--- src/sv/drs_pkg.sv ---
// ----------------------------------------------------------------------------
// drs_pkg: shared types and constants for the disk request scheduler
// Word layouts, operation and register codes, and controller states.
// ----------------------------------------------------------------------------
package drs_pkg;

  localparam int TRACK_W = 9;
  localparam int ID_W    = 8;
  localparam int TOTAL_W = 16;

  localparam int QUEUE_DEPTH_DEF = 16;
  localparam int TRACK_BITS_DEF  = 9;

  localparam int CFG_IDX_W  = 2;
  localparam int CFG_DATA_W = 9;

  localparam logic [TRACK_W-1:0] START_TRACK_RST = 9'd90;

  typedef enum logic [1:0] {
    MODE_ENQUEUE  = 2'd0,
    MODE_DISPATCH = 2'd1,
    MODE_RESTART  = 2'd2
  } mode_t;

  typedef enum logic [1:0] {
    POL_FCFS = 2'd0,
    POL_SSTF = 2'd1,
    POL_SCAN = 2'd2
  } policy_t;

  typedef enum logic [CFG_IDX_W-1:0] {
    REG_POLICY       = 2'd0,
    REG_START_TRACK  = 2'd1,
    REG_START_UPWARD = 2'd2
  } cfg_reg_t;

  typedef enum logic [1:0] {
    ST_IDLE,
    ST_SCAN,
    ST_DECIDE,
    ST_SHIFT
  } state_t;

  typedef struct packed {
    logic [1:0]         mode;
    logic [ID_W-1:0]    request_id;
    logic [TRACK_W-1:0] request_track;
  } in_word_t;

  typedef struct packed {
    logic               served;
    logic [ID_W-1:0]    served_id;
    logic [TRACK_W-1:0] served_track;
    logic [TRACK_W-1:0] seek_distance;
    logic [TOTAL_W-1:0] total_moves;
    logic               queue_empty;
    logic               enqueue_dropped;
  } out_word_t;

endpackage

--- src/sv/disk_request_scheduler.sv ---
// ----------------------------------------------------------------------------
// disk_request_scheduler: pending track request table with FCFS, shortest
// seek and elevator dispatch, kept in one synchronous RAM.
// ----------------------------------------------------------------------------
//  channel   ports                           handshake
//  input     start, busy, in_data            taken when start && !busy
//  result    out_valid, out_data             one-cycle strobe, no backpressure
//  config    cfg_we, cfg_index, cfg_wdata    written when cfg_we is high
//
//  Enqueue, restart, an unknown mode and a dispatch on an empty table leave
//  busy low; the result word strobes on the next cycle. A dispatch on a
//  nonempty table keeps busy high while it scans the table through the
//  single RAM read port, picks the entry and shifts the rest up.
//  Its result strobes after the pick cycle.
//  Reset is synchronous; the table needs no clearing pass. The receiver
//  cannot stall results.
// ----------------------------------------------------------------------------
module disk_request_scheduler #(
  parameter int QUEUE_DEPTH = drs_pkg::QUEUE_DEPTH_DEF,
  parameter int TRACK_BITS  = drs_pkg::TRACK_BITS_DEF
) (
  input  logic                          clk,
  input  logic                          rst_n,
  input  logic                          start,
  output logic                          busy,
  input  drs_pkg::in_word_t             in_data,
  output logic                          out_valid,
  output drs_pkg::out_word_t            out_data,
  input  logic                          cfg_we,
  input  logic [drs_pkg::CFG_IDX_W-1:0] cfg_index,
  input  logic [drs_pkg::CFG_DATA_W-1:0] cfg_wdata
);

  localparam int IDX_W = (QUEUE_DEPTH > 2) ? $clog2(QUEUE_DEPTH) : 1;
  localparam int CNT_W = $clog2(QUEUE_DEPTH + 1);
  localparam int ENT_W = drs_pkg::ID_W + TRACK_BITS;
  localparam int SUM_W = drs_pkg::TOTAL_W + 1;

  localparam logic [drs_pkg::TOTAL_W-1:0] TOTAL_MAX = '1;

  // request table: {id, track}
  logic [ENT_W-1:0] mem [QUEUE_DEPTH];
  logic [ENT_W-1:0] rd_q_r;
  logic [IDX_W-1:0] rd_addr;
  logic             wr_en;
  logic [IDX_W-1:0] wr_addr;
  logic [ENT_W-1:0] wr_data;

  drs_pkg::state_t state_r, state_nxt;

  logic [1:0]            policy_r;
  logic [TRACK_BITS-1:0] start_track_r;
  logic                  start_up_r;

  logic [CNT_W-1:0]            count_r, count_nxt;
  logic [TRACK_BITS-1:0]       head_r, head_nxt;
  logic                        moving_up_r, moving_up_nxt;
  logic [drs_pkg::TOTAL_W-1:0] total_r, total_nxt;

  logic [IDX_W-1:0]      idx_r, idx_nxt;
  logic                  found_up_r, found_up_nxt;
  logic                  found_dn_r, found_dn_nxt;
  logic [TRACK_BITS-1:0] best_up_r, best_up_nxt;
  logic [TRACK_BITS-1:0] best_dn_r, best_dn_nxt;
  logic [TRACK_BITS-1:0] best_any_r, best_any_nxt;
  logic [IDX_W-1:0]      pos_up_r, pos_up_nxt;
  logic [IDX_W-1:0]      pos_dn_r, pos_dn_nxt;
  logic [IDX_W-1:0]      pos_any_r, pos_any_nxt;
  logic [ENT_W-1:0]      ent_up_r, ent_up_nxt;
  logic [ENT_W-1:0]      ent_dn_r, ent_dn_nxt;
  logic [ENT_W-1:0]      ent_any_r, ent_any_nxt;
  logic [ENT_W-1:0]      ent0_r, ent0_nxt;
  logic [IDX_W-1:0]      sel_pos_r, sel_pos_nxt;

  logic               out_valid_r, out_valid_nxt;
  drs_pkg::out_word_t out_data_r, out_data_nxt;

  logic                  accept;
  logic                  full;
  logic                  idx_last;
  logic [TRACK_BITS-1:0] rd_track;
  logic [TRACK_BITS-1:0] rd_dist;
  logic                  cand_up;
  logic                  cand_dn;
  logic [ENT_W-1:0]      sel_ent;
  logic [IDX_W-1:0]      sel_pos;
  logic                  sel_mu;
  logic [TRACK_BITS-1:0] sel_track;
  logic [TRACK_BITS-1:0] sel_dist;
  logic [SUM_W-1:0]      sum;

  assign busy      = (state_r != drs_pkg::ST_IDLE);
  assign accept    = start && (state_r == drs_pkg::ST_IDLE);
  assign full      = (count_r >= CNT_W'(QUEUE_DEPTH));
  assign idx_last  = ((CNT_W'(idx_r) + CNT_W'(1)) == count_r);
  assign out_valid = out_valid_r;
  assign out_data  = out_data_r;

  // scan compare on the word read last cycle
  assign rd_track = rd_q_r[TRACK_BITS-1:0];
  assign rd_dist  = (rd_track >= head_r) ? (rd_track - head_r) : (head_r - rd_track);
  assign cand_up  = (rd_track >= head_r);
  assign cand_dn  = (rd_track <= head_r);

  // pick the entry to serve from the scan results
  always_comb begin
    sel_ent = ent0_r;
    sel_pos = '0;
    sel_mu  = moving_up_r;
    case (policy_r)
      drs_pkg::POL_SSTF: begin
        sel_ent = ent_any_r;
        sel_pos = pos_any_r;
      end
      drs_pkg::POL_SCAN: begin
        if (moving_up_r) begin
          if (found_up_r) begin
            sel_ent = ent_up_r;
            sel_pos = pos_up_r;
          end else begin
            sel_ent = ent_dn_r;
            sel_pos = pos_dn_r;
            sel_mu  = 1'b0;
          end
        end else begin
          if (found_dn_r) begin
            sel_ent = ent_dn_r;
            sel_pos = pos_dn_r;
          end else begin
            sel_ent = ent_up_r;
            sel_pos = pos_up_r;
            sel_mu  = 1'b1;
          end
        end
      end
      default: begin
        sel_ent = ent0_r;
        sel_pos = '0;
      end
    endcase
  end

  assign sel_track = sel_ent[TRACK_BITS-1:0];
  assign sel_dist  = (sel_track >= head_r) ? (sel_track - head_r) : (head_r - sel_track);
  assign sum       = SUM_W'(total_r) + SUM_W'(sel_dist);

  // next state
  always_comb begin
    state_nxt = state_r;
    case (state_r)
      drs_pkg::ST_IDLE: begin
        if (accept && (in_data.mode == drs_pkg::MODE_DISPATCH) && (count_r != '0)) begin
          state_nxt = drs_pkg::ST_SCAN;
        end
      end
      drs_pkg::ST_SCAN: begin
        if (idx_last) begin
          state_nxt = drs_pkg::ST_DECIDE;
        end
      end
      drs_pkg::ST_DECIDE: begin
        state_nxt = (count_r > CNT_W'(1)) ? drs_pkg::ST_SHIFT : drs_pkg::ST_IDLE;
      end
      drs_pkg::ST_SHIFT: begin
        if (idx_last) begin
          state_nxt = drs_pkg::ST_IDLE;
        end
      end
      default: state_nxt = drs_pkg::ST_IDLE;
    endcase
  end

  // datapath, RAM port and result word
  always_comb begin
    count_nxt     = count_r;
    head_nxt      = head_r;
    moving_up_nxt = moving_up_r;
    total_nxt     = total_r;
    idx_nxt       = idx_r;
    found_up_nxt  = found_up_r;
    found_dn_nxt  = found_dn_r;
    best_up_nxt   = best_up_r;
    best_dn_nxt   = best_dn_r;
    best_any_nxt  = best_any_r;
    pos_up_nxt    = pos_up_r;
    pos_dn_nxt    = pos_dn_r;
    pos_any_nxt   = pos_any_r;
    ent_up_nxt    = ent_up_r;
    ent_dn_nxt    = ent_dn_r;
    ent_any_nxt   = ent_any_r;
    ent0_nxt      = ent0_r;
    sel_pos_nxt   = sel_pos_r;
    rd_addr       = '0;
    wr_en         = 1'b0;
    wr_addr       = count_r[IDX_W-1:0];
    wr_data       = {in_data.request_id, TRACK_BITS'(in_data.request_track)};
    out_valid_nxt = 1'b0;
    out_data_nxt  = '0;

    case (state_r)
      drs_pkg::ST_IDLE: begin
        idx_nxt      = '0;
        found_up_nxt = 1'b0;
        found_dn_nxt = 1'b0;
        if (accept) begin
          case (in_data.mode)
            drs_pkg::MODE_ENQUEUE: begin
              if (!full) begin
                wr_en     = 1'b1;
                count_nxt = count_r + CNT_W'(1);
              end
            end
            drs_pkg::MODE_RESTART: begin
              count_nxt     = '0;
              head_nxt      = start_track_r;
              moving_up_nxt = start_up_r;
              total_nxt     = '0;
            end
            default: ;
          endcase
          // a dispatch on a nonempty table reports after the scan
          if (!((in_data.mode == drs_pkg::MODE_DISPATCH) && (count_r != '0))) begin
            out_valid_nxt                = 1'b1;
            out_data_nxt.total_moves     = total_nxt;
            out_data_nxt.queue_empty     = (count_nxt == '0);
            out_data_nxt.enqueue_dropped = (in_data.mode == drs_pkg::MODE_ENQUEUE) && full;
          end
        end
      end
      drs_pkg::ST_SCAN: begin
        rd_addr = idx_r + IDX_W'(1);
        idx_nxt = idx_r + IDX_W'(1);
        if (idx_r == '0) begin
          ent0_nxt = rd_q_r;
        end
        if ((idx_r == '0) || (rd_dist <= best_any_r)) begin
          best_any_nxt = rd_dist;
          pos_any_nxt  = idx_r;
          ent_any_nxt  = rd_q_r;
        end
        if (cand_up && (!found_up_r || (rd_dist <= best_up_r))) begin
          found_up_nxt = 1'b1;
          best_up_nxt  = rd_dist;
          pos_up_nxt   = idx_r;
          ent_up_nxt   = rd_q_r;
        end
        if (cand_dn && (!found_dn_r || (rd_dist <= best_dn_r))) begin
          found_dn_nxt = 1'b1;
          best_dn_nxt  = rd_dist;
          pos_dn_nxt   = idx_r;
          ent_dn_nxt   = rd_q_r;
        end
        if (idx_last) begin
          idx_nxt = '0;
        end
      end
      drs_pkg::ST_DECIDE: begin
        // prefetch entry 1 for the shift
        rd_addr       = IDX_W'(1);
        idx_nxt       = '0;
        sel_pos_nxt   = sel_pos;
        moving_up_nxt = sel_mu;
        head_nxt      = sel_track;
        count_nxt     = count_r - CNT_W'(1);
        total_nxt     = sum[SUM_W-1] ? TOTAL_MAX : sum[drs_pkg::TOTAL_W-1:0];
        out_valid_nxt                = 1'b1;
        out_data_nxt.served          = 1'b1;
        out_data_nxt.served_id       = sel_ent[ENT_W-1 -: drs_pkg::ID_W];
        out_data_nxt.served_track    = drs_pkg::TRACK_W'(sel_track);
        out_data_nxt.seek_distance   = drs_pkg::TRACK_W'(sel_dist);
        out_data_nxt.total_moves     = total_nxt;
        out_data_nxt.queue_empty     = (count_r == CNT_W'(1));
        out_data_nxt.enqueue_dropped = 1'b0;
      end
      drs_pkg::ST_SHIFT: begin
        // move entry k+1 to k; the old head takes the chosen slot
        rd_addr = idx_r + IDX_W'(2);
        wr_en   = 1'b1;
        wr_addr = idx_r;
        wr_data = ((idx_r + IDX_W'(1)) == sel_pos_r) ? ent0_r : rd_q_r;
        idx_nxt = idx_r + IDX_W'(1);
      end
      default: ;
    endcase
  end

  always_ff @(posedge clk) begin
    if (wr_en) begin
      mem[wr_addr] <= wr_data;
    end
    rd_q_r <= mem[rd_addr];
  end

  always_ff @(posedge clk) begin
    if (!rst_n) begin
      state_r       <= drs_pkg::ST_IDLE;
      policy_r      <= drs_pkg::POL_FCFS;
      start_track_r <= TRACK_BITS'(drs_pkg::START_TRACK_RST);
      start_up_r    <= 1'b1;
      count_r       <= '0;
      head_r        <= TRACK_BITS'(drs_pkg::START_TRACK_RST);
      moving_up_r   <= 1'b1;
      total_r       <= '0;
      idx_r         <= '0;
      found_up_r    <= 1'b0;
      found_dn_r    <= 1'b0;
      out_valid_r   <= 1'b0;
    end else begin
      state_r     <= state_nxt;
      count_r     <= count_nxt;
      head_r      <= head_nxt;
      moving_up_r <= moving_up_nxt;
      total_r     <= total_nxt;
      idx_r       <= idx_nxt;
      found_up_r  <= found_up_nxt;
      found_dn_r  <= found_dn_nxt;
      out_valid_r <= out_valid_nxt;
      if (cfg_we) begin
        case (cfg_index)
          drs_pkg::REG_POLICY:       policy_r      <= cfg_wdata[1:0];
          drs_pkg::REG_START_TRACK:  start_track_r <= TRACK_BITS'(cfg_wdata);
          drs_pkg::REG_START_UPWARD: start_up_r    <= cfg_wdata[0];
          default: ;
        endcase
      end
    end
  end

  // payload registers
  always_ff @(posedge clk) begin
    best_up_r  <= best_up_nxt;
    best_dn_r  <= best_dn_nxt;
    best_any_r <= best_any_nxt;
    pos_up_r   <= pos_up_nxt;
    pos_dn_r   <= pos_dn_nxt;
    pos_any_r  <= pos_any_nxt;
    ent_up_r   <= ent_up_nxt;
    ent_dn_r   <= ent_dn_nxt;
    ent_any_r  <= ent_any_nxt;
    ent0_r     <= ent0_nxt;
    sel_pos_r  <= sel_pos_nxt;
    out_data_r <= out_data_nxt;
  end

endmodule

--- config.mk ---
export PLATFORM = sky130hd
export DESIGN_NAME = disk_request_scheduler
export DESIGN_NICKNAME = d
export VERILOG_FILES = /design/src/sv/drs_pkg.sv /design/src/sv/disk_request_scheduler.sv
export SDC_FILE = /design/constraint.sdc
export NUM_CORES = 1
export LEC_CHECK = 0
export BUFFER_PORTS_ARGS = -buffer_cell sky130_fd_sc_hd__buf_4
export CORE_ASPECT_RATIO = 0.75
export CORE_MARGIN = 2
export CORE_UTILIZATION = 44
export CTS_BUF_LIST = sky130_fd_sc_hd__clkbuf_16
export CTS_CLUSTER_DIAMETER = 200
export DETAILED_ROUTE_END_ITERATION = 12
export PLACE_DENSITY = 0.67
export SYNTH_ARGS = -nofsm -noshare
export SYNTH_HDL_FRONTEND = slang
export SYNTH_SLANG_ARGS = --single-unit
export TNS_END_PERCENT = 100
--- constraint.sdc ---
create_clock -name clk -period 7.02 [get_ports clk]
set_input_delay 0.702 -clock clk [delete_from_list [all_inputs] [get_ports clk]]
set_output_delay 0.702 -clock clk [all_outputs]
set_load 0.02 [all_outputs]
; ---- Word-level counts from Yosys, hierarchy flattened
; Memory sizes are Yosys's and may differ from the RTL's. A register that Yosys moved wholly into a read port is not among the register bits.
; Index checks and enable logic that the tools add are counted.
[classes]
eq_ne = 20
bitwise = 0
n_addsub = 10
magnitude_cmp = 8
muxes = 58
n_reduce_logical = 35
shifts = 0
multipliers = 0
div_mod_pow = 0
[op_table]
columns = op, n
row1 = two-way mux 17 bit, 5
row2 = two-way mux 16 bit, 3
row3 = less-or-equal comparator 9 bit, 4
row4 = two-way mux 18 bit, 2
row5 = two-way mux 9 bit, 4
row6 = one-hot mux 18 bit (2 select lines), 1
row7 = subtractor 9 bit, 4
row8 = one-hot mux 17 bit (2 select lines), 1
row9 = one-hot mux 16 bit (2 select lines), 1
row10 = two-way mux 27 bit, 1
row11 = one-hot mux 4 bit (3 select lines), 2
row12 = two-way mux 4 bit, 5
row13 = two-way mux 5 bit, 4
row14 = one-hot mux 5 bit (2 select lines), 2
row15 = AND reduction 2 bit, 10
row16 = >= comparator 9 bit, 2
row17 = one-hot mux 9 bit (2 select lines), 1
row18 = adder 16 x 9 -> 17 bit, 1
row19 = two-way mux 1 bit, 15
row20 = equality test 2 bit (second input constant), 5
row21 = inequality test 2 bit (second input constant), 5
row22 = one-hot mux 1 bit (2 select lines), 5
row23 = equality test 2 x 1 -> 1 bit (second input constant), 4
row24 = two-way mux 2 bit, 4
row25 = 24 further kinds, 40
[word_totals]
regBits = 208
memories = 1
inputBits = 34
out_inout_bits = 47
mem_bits_rw = 272
latchBits = 0
rom_bits = 0
wordCells = 162
[memory_table]
columns = memory, depth, word_bits, read_ports, rd_ports_with_merged_regs, write_ports, line_no
row1 = mem, 16, 17, 1, 1, 1, disk_request_scheduler.sv:42  ; logic [ENT_W-1:0] mem [QUEUE_DEPTH];

; ---- Logic depth before layout (Yosys ltp)
; Gate-level depths: netlist of the first run.
[depth]
depth_word = 9
depth_mapped = 23
mapped_depth_nobuf = 22

; ---- Least setup slack after synthesis of the first run
; Ideal clock, no wire load.
[synth_path]
path_type = register to register
startpoint = register rd_q_r[4] (read register of mem)
endpoint = register best_dn_r[0], enable pin
setup_ps = 435
setup_slack_ps = 1914
required_ps = 6585
path_stages_with_launch = 17
t_arrival_ps = 4671
path_buffers = 2
synth_period_minus_slack_ps = 5106
path_cell_list = dfxtp_1 > inv_1 > ha_1 > buf_2 > a211oi_1 > nor2_1 > o41ai_4 > nand3_2 > buf_2 > o21a_1 > xor2_1 > ha_1 > a21o_1 > a21o_1 > a21oi_1 > o21ai_0 > a31oi_1
[synth_via]
elab_chain_len = 6
word_cells_on_any_way = 9
cone_classes = 2 x add/sub / 3 x order compare / 1 x mux / 3 x reduce/logical
[synth_rtl]
columns = item, line_no
row1 = start: declaration, disk_request_scheduler.sv:43  ; logic [ENT_W-1:0] rd_q_r;
row2 = subtractor 9 bit or >= comparator 9 bit (tied branches), disk_request_scheduler.sv:101  ; assign rd_dist = (rd_track >= head_r) ? (rd_track - head_r) : (head_r - rd_track);
row3 = two-way mux 9 bit *, disk_request_scheduler.sv:101
row4 = net rd_dist[6], disk_request_scheduler.sv:82  ; logic [TRACK_BITS-1:0] rd_dist;
row5 = less-or-equal comparator 9 bit *, disk_request_scheduler.sv:247  ; if (cand_dn && (!found_dn_r || (rd_dist <= best_dn_r))) begin
row6 = logical OR 1 bit *, disk_request_scheduler.sv:247
row7 = logical AND 1 bit *, disk_request_scheduler.sv:247
row8 = AND reduction 2 bit (no source line) *, n/a
row9 = end signal: assignment, disk_request_scheduler.sv:332  ; best_dn_r <= best_dn_nxt;
row10 = end: declaration, disk_request_scheduler.sv:64  ; logic [TRACK_BITS-1:0] best_dn_r, best_dn_nxt;
; Mark *: on every way through the listed nets, which the timed path passes. The rest lies on a longest branch.
; A chain may end at the register's enable or synchronous reset.

; ---- Final worst setup path of the first run
[layout_path]
startpoint = register found_dn_r
endpoint = register total_r[11] in the netlist's numbering
[layout_via]
elab_chain_len = 8
word_cells_on_any_way = 10
cone_classes = 3 x add/sub / 1 x order compare / 6 x mux
[layout_rtl]
columns = item, line_no
row1 = start: declaration, disk_request_scheduler.sv:62  ; logic found_dn_r, found_dn_nxt;
row2 = start signal: assignment, disk_request_scheduler.sv:316  ; found_dn_r <= found_dn_nxt;
row3 = two-way mux 17 bit, disk_request_scheduler.sv:126  ; if (found_dn_r) begin
row4 = two-way mux 17 bit, disk_request_scheduler.sv:116  ; if (moving_up_r) begin
row5 = one-hot mux 17 bit (2 select lines), disk_request_scheduler.sv:110  ; case (policy_r)
row6 = net sel_ent[4], disk_request_scheduler.sv:85  ; logic [ENT_W-1:0] sel_ent;
row7 = >= comparator 9 bit, disk_request_scheduler.sv:144  ; assign sel_dist = (sel_track >= head_r) ? (sel_track - head_r) : (head_r - sel_track);
row8 = two-way mux 9 bit, disk_request_scheduler.sv:144
row9 = net sel_dist[3], disk_request_scheduler.sv:89  ; logic [TRACK_BITS-1:0] sel_dist;
row10 = adder 16 x 9 -> 17 bit, disk_request_scheduler.sv:145  ; assign sum = SUM_W'(total_r) + SUM_W'(sel_dist);
row11 = two-way mux 16 bit, disk_request_scheduler.sv:265  ; total_nxt = sum[SUM_W-1] ? TOTAL_MAX : sum[drs_pkg::TOTAL_W-1:0];
row12 = one-hot mux 16 bit (2 select lines), disk_request_scheduler.sv:200  ; case (state_r)
row13 = end signal: assignment, disk_request_scheduler.sv:313  ; total_r <= total_nxt;
row14 = end: declaration, disk_request_scheduler.sv:58  ; logic [drs_pkg::TOTAL_W-1:0] total_r, total_nxt;
; The timed path passes the listed nets, and every way through them passes these cells.

==> results of run 1 <==
[registers in the layout, summed over array words and instances, names as in the netlist, 2 cells and up]
signal         cells
mem              272
out_data          45
ent0_r            17
ent_any_r         17
ent_dn_r          17
ent_up_r          17
rd_q_r            17
total_r           16
best_any_r         9
best_dn_r          9
best_up_r          9
head_r             9
start_track_r      9
count_r            5
idx_r              4
pos_any_r          4
pos_dn_r           4
pos_up_r           4
sel_pos_r          4
policy_r           2
state_r            2
[where the power goes]
part	total [mW]	switching [mW]	internal, mW
registers	3.42	0.0688	3.35
clock network	2.81	1.14	1.66
logic	1.19	0.775	0.412
[worst register-to-register path: cells and delay by family (launching register included)]
family,cells,cell delay (ns)
AOI/OAI and AO/OA,9,2.67
xor gates and xnor gates,1,0.12
muxes,3,0.83
adders and majority gates,2,0.66
buffers and inverters,1,0.31
and+or+nand+nor,5,0.79
DFF,1,0.39
[layout by cell type (no fill, tap or decap), drive strengths merged, types with 20 or more instances in the layout]
cell type and n:
nor2 160, a21oi 121, nand2 200, edfxtp 383
o311ai 20, buf 118, nand3 49, inv 94
clkbuf 48, and2 28, mux2 23, dfxtp 114
a211oi 29, a31oi 37, a22oi 20, ha 83
nor3 47, mux2i 35, o21ai 115, a221oi 21
[cell type report]
class | count | share of cell area [%]
Timing Repair Buffer | 118 | 3.513
Sequential cell | 497 | 54.65
Tap cell | 657 | 3.260
Inverter | 81 | 1.206
Multi-Input combinational cell | 1205 | 30.52
Clock inverter | 42 | 2.089
Clock buffer | 48 | 4.763
[logic make-up after synthesis]
logic type               count (synthesis)
AO/OA/AOI/OAI                          464
XOR/XNOR                                30
adder cells (fa/ha/maj)                 88
buffers and inverters                  194
flip-flops                             497
multiplexers                            59
AND/OR/NAND/NOR                        564
[per-stage QoR]
stage	utilization [%]	setup slack, ns	area, µm²	cells
floorplan	-	1.914	22210	1896
global placement	46.95	1.478	23480	2557
detailed placement	46.95	1.302	23480	2557
CTS	50.41	1.258	25210	2647
global route	50.42	0.6957	25220	2648
finish	50.42	1.180	25220	2648
[metal layers]
layer | GRT usage (%) | up-vias
li1 | - | 7102
met1 | 29.33 | 7394
met2 | 32.11 | 548
met3 | 3.367 | 70
met4 | 5.503 | 0
met5 | 0 | -
[final timing paths]
check	start	endpoint	slack (ns)	cells after the start
hold reg to reg	start_track_r[8]	start_track_r[8]	0.47	2
setup / recovery	found_dn_r	total_r[11]	1.18	21
hold / removal	cfg_wdata[3]	start_track_r[3]	0.33	3
setup reg to reg	found_dn_r	total_r[11]	1.18	21
[cell usage after synthesis, drive strengths merged (18+ instances only)]
master,count,share of area (%)
a31oi,37,1.1
and2,28,0.80
inv,81,1.4
o311ai,20,0.79
nor2,160,2.7
o211ai,19,0.64
nor3,47,1.1
or3,18,0.51
nand3,49,1.1
buf,44,1.0
mux2,23,1.2
a21oi,121,2.7
edfxtp,383,52
a221oi,21,0.91
mux2i,35,1.6
clkbuf,69,1.2
o21ai,115,2.7
a211oi,29,0.98
a22oi,20,0.68
dfxtp,114,10
nand2,200,3.4
ha,83,4.7
==> results.md, run 1 <==
- Routed Antenna Nets: 0
- Die boundary width: 263.5 µm
- GRT Total Usage: 20.38%
- Post-Route WL: 53760 µm
- Max capacitance violation total: 0
- Clk slew on worst S/H paths: 0.06 ns
- Vias: 15114
- Share of cells above drive strength 1: 12.61%
- Clk Latency, worst-skew pair: 0.61 ns
- Clock root buffer: clkbuf_16
- Final setup skew: 0.03325 ns
- Static leakage: 9.216 nW
- Grt total ovfl: 0
- Tot Pwr: 7.411 mW
- Crit path top cell by count: nor2_1
- Post-synth EDFFs: 383
- Synth warn: 0
- Diode count: 0
- Relative slew slack: 8.485%
- Met1 Wirelength: 24820 µm
- Avg Cell Area, Syn: 11.72 µm²
- Fin crit share: 83.19%
- Post-Synth Adder-Cell Area: 5.126%
- Row count: 71
- Unrepaired setup endpoints after global routing: no
- Layout filler cell count: 4291
- Main combinational cell family by area after synthesis: compound AO/OA/AOI/OAI gates
- Pin count of the biggest net entering global routing: 68
- Final Hold Viols: 0
- Yosys cell types: 83
- Iter 0 DRT Violations: 1562
- Critical path peak fanout: 22
- Area Growth Syn to Fin: 13.53%
- PwrDens: 293.8 nW/µm²
- CP startpoint kind: flop
- Core Footprint: 50010 µm²
- # H-tree levels: 2
- Setup bufs post-CTS: 0
- HPWL after detailed placement: 35100 µm
- Average wire per standard cell: 20.30 µm
- Metal2 WL: 24180 µm
- Slowest CP cell: a31oi_1
- Post-synthesis simple-gate area fraction: 11.54%
- Worst Path Buf+Inv: 1
- Final Max Tran Viols: 0
- Ys flop type: edfxtp_1
- Clock sinks: 497
- Vias per cell: 5.708
- Crit-path cells: nor2_1, a21oi_2, buf_4, mux2_2, a221oi_1, nor2_1, ha_1, and2_4, a221oi_4, a31oi_2, o21ai_4, mux2i_1, xnor2_1, ha_1, nor2_1, a21boi_0, o21bai_1, a31oi_1, nor2_1, mux2i_1, a211oi_1
- # port buffers: 80
- CP peak stage delay: 0.79 ns
- Multi-input logic area: 7696 µm²
- Initial Util: 44.41%
- Final setup fails: 0
- FMAX: 171.2 MHz
- Post-Syn Nets: 2018
- Crit path DAT: 6.34 ns
- Family with the most delay on the worst path: compound AO/OA/AOI/OAI gates
- Final Wtd Congestion: 0.8836
- Syn Inst Count: 1896
- Vias in the first global route: 14464
- Nets: 2073
- Crit end category: flop
- Die height: 198.6 µm
- Post-synthesis async set-or-reset flop share: 0%
- Tmin final: 5.840 ns
- Crit path kind: flop to flop
- VDD IR max: 324.1 µV
- Yosys reg bits: 497
- Synth Area in Compound Gates: 13.57%
- Register cell area after layout: 13780 µm²
- Req. time, crit path: 7.52 ns
- Final TNS setup: 0 ns
- Hold Slack: 0.3340 ns
- Highest routed metal layer: met4
- I/O pin count: 81
- Post-Synth XOR/XNOR Area: 1.284%
- Initial antenna violation count: 0
- Hold-fix buffers, CTS: 0
- Max Root-Sink Buffers: 3
- CTS tree: yes
- Die area: 52320 µm²
- Met3 wire length: 3763 µm
- Status: finished clean
- Register area share after synthesis: 62.05%
- DR DRC count: 0
- DR pass1 iterations: 6
- Worst min-delay path class: input port to flop
- CTS buffer count: 48
- Cell Area, Synth: 22210 µm²
- Multiplexer share of the synthesized area: 2.844%
- Post-CTS sizing: 0
- First-pass GRT wire length: 83640 µm
- Slew @ Worst Pin: 1.373 ns
Power figures use the tool's default switching activity.
==> run 2: changes to the inputs <==
Clock period 7.02 ns to 5.7 ns, I/O delays scaled along.
==> results.md, run 2 (synthesis results as in run 1) <==
- Crit path DAT: 5.80 ns (was 6.34 ns)
- Core Footprint: 50010 µm² (unchanged)
- Area Growth Syn to Fin: 13.66% (was 13.53%)
- Diode count: 0 (unchanged)
- Die area: 52320 µm² (unchanged)
- Placement-stage worst setup slack: 0.3092 ns (was 1.302 ns)
- Vias per cell: 5.731 (was 5.708)
- Vias: 15296 (was 15114)
- Status: finished clean (unchanged)
- CTS buffer count: 49 (was 48)
- FMAX: 188.4 MHz (was 171.2 MHz)
- Grt total ovfl: 0 (unchanged)
- Pin count of the biggest net entering global routing: 66 (was 68)
- Relative slew slack: 7.041% (was 8.485%)
- Average wire per standard cell: 20.34 µm (was 20.30 µm)
- GRT Total Usage: 20.48% (was 20.38%)
- Unrepaired setup endpoints after global routing: no (unchanged)
- PwrDens: 350.8 nW/µm² (was 293.8 nW/µm²)
- VDD IR max: 285.9 µV (was 324.1 µV)
- Crit path kind: flop to flop (unchanged)
- Final Max Tran Viols: 0 (unchanged)
- Iter 0 DRT Violations: 1683 (was 1562)
- DR pass1 iterations: 6 (unchanged)
- Clock sinks: 497 (unchanged)
- CTS tree: yes (unchanged)
- Final TNS setup: 0 ns (unchanged)
- Tot Pwr: 8.856 mW (was 7.411 mW)
- Initial antenna violation count: 0 (unchanged)
- Die boundary width: 263.5 µm (unchanged)
- Layout filler cell count: 4331 (was 4291)
- DR DRC count: 0 (unchanged)
- Setup ws final: 0.3915 ns (was 1.180 ns)
- Share of cells above drive strength 1: 13.07% (was 12.61%)
- CP startpoint kind: flop (unchanged)
- # H-tree levels: 2 (unchanged)
- Nets: 2094 (was 2073)
- # port buffers: 80 (unchanged)
- Req. time, crit path: 6.19 ns (was 7.52 ns)
- Largest register FFs: 272 (unchanged)
- Crit end category: flop (unchanged)
- Multi-input logic area: 7725 µm² (was 7696 µm²)
- Clock root buffer: clkbuf_16 (unchanged)
- First-pass GRT wire length: 83880 µm (was 83640 µm)
- Initial Util: 44.41% (unchanged)
- Static leakage: 9.250 nW (was 9.216 nW)
- Clk slew on worst S/H paths: 0.06 ns (about the same)
- Final setup fails: 0 (unchanged)
- Critical path peak fanout: 9 (was 22)
- Leading cell types in the layout, fill and taps excluded: 383 x edfxtp_1, 200 x nand2_1, 158 x nor2_1 (was 383 x edfxtp_1, 200 x nand2_1, 157 x nor2_1)
- Fin crit share: 93.13% (was 83.19%)
- Biggest register: mem (unchanged)
- Die height: 198.6 µm (unchanged)
- Post-Route WL: 54290 µm (was 53760 µm)
- I/O pin count: 81 (unchanged)
- Slew @ Worst Pin: 1.394 ns (was 1.373 ns)
- Worst min-delay path class: input port to flop (unchanged)
- Final Hold Viols: 0 (unchanged)
- Clk Latency, worst-skew pair: 0.62 ns (was 0.61 ns)
- Final Wtd Congestion: 0.8837 (was 0.8836)
- Tmin final: 5.309 ns (was 5.840 ns)
- Row count: 71 (unchanged)
- Routed Antenna Nets: 0 (unchanged)
- HPWL after detailed placement: 35940 µm (was 35100 µm)
- Vias in the first global route: 14653 (was 14464)
- Max capacitance violation total: 0 (unchanged)
- Register cell area after layout: 13780 µm² (unchanged)
- Max Root-Sink Buffers: 3 (unchanged)
- Commonest non-fill, non-tap cell in the layout: edfxtp_1 (unchanged)
- Final setup skew: 0.03015 ns (was 0.03325 ns)
## run 2: what timing repair did
item | in CTS | in global routing
setup endpoints to repair | 0 | 26
buffers inserted | 0 | 4
hold buffers | 0 | 0
gates resized for setup | 0 | 4
## run 2: power by group
part           internal [mW]  total (mW)  switching, mW
sequential              4.12        4.21         0.0832
clock                   1.72        3.13           1.41
combinational          0.540        1.52          0.980
total                   6.38        8.86           2.48
## run 2: metrics by stage
stage | instance area (µm²) | cells | hold WS (ns) | utilization [%]
after detailed placement | 23630 | 2573 | 0.4580 | 47.24
after global routing | 25250 | 2669 | 0.1783 | 50.48
after global placement | 23630 | 2573 | 0.4479 | 47.24
final | 25250 | 2669 | 0.1807 | 50.48
after floorplan | 22210 | 1896 | 0.4357 | -
after CTS | 25180 | 2664 | 0.1561 | 50.34
## run 2: routing by layer
metal	GRT usage [%]	vias to the layer above	share of wire, %
met5	0	-	0
met4	5.122	0	1.6
met3	3.281	70	7.5
met2	32.32	543	45
met1	29.64	7553	46
li1	-	7130	-
## run 2: path summary, 6_finish.rpt
check | slack (ns) | startpoint | cells after the start | to
max | 0.39 | moving_up_r | 21 | total_r[10]
min | 0.18 | cfg_wdata[3] | 3 | start_track_r[3]
max reg2reg | 0.39 | moving_up_r | 21 | total_r[10]
min reg2reg | 0.46 | start_track_r[7] | 2 | start_track_r[7]
## run 2: layout make-up
cell class | instances | area share, %
flip-flops and latches | 497 | 54.59
well taps | 657 | 3.256
repair buffers | 138 | 4.202
clock buffers | 49 | 4.857
clock inverters | 42 | 1.293
multi-input cells | 1205 | 30.60
inverters | 81 | 1.204
## run 2: critical path, stage by stage (launching register included)
cell	delay [ns]
dfxtp_1	0.41
nor2_1	0.10
a21oi_4	0.23
buf_4	0.24
mux2_2	0.35
a221oi_1	0.33
nor2_1	0.19
ha_1	0.34
nor2b_1	0.16
o21ai_2	0.19
a31oi_2	0.16
o21ai_4	0.30
mux2i_1	0.29
inv_1	0.11
fa_1	0.41
nand2b_1	0.21
a21oi_2	0.32
o31ai_4	0.12
nand2_1	0.22
nand2_1	0.10
mux2i_1	0.14
a211oi_1	0.27
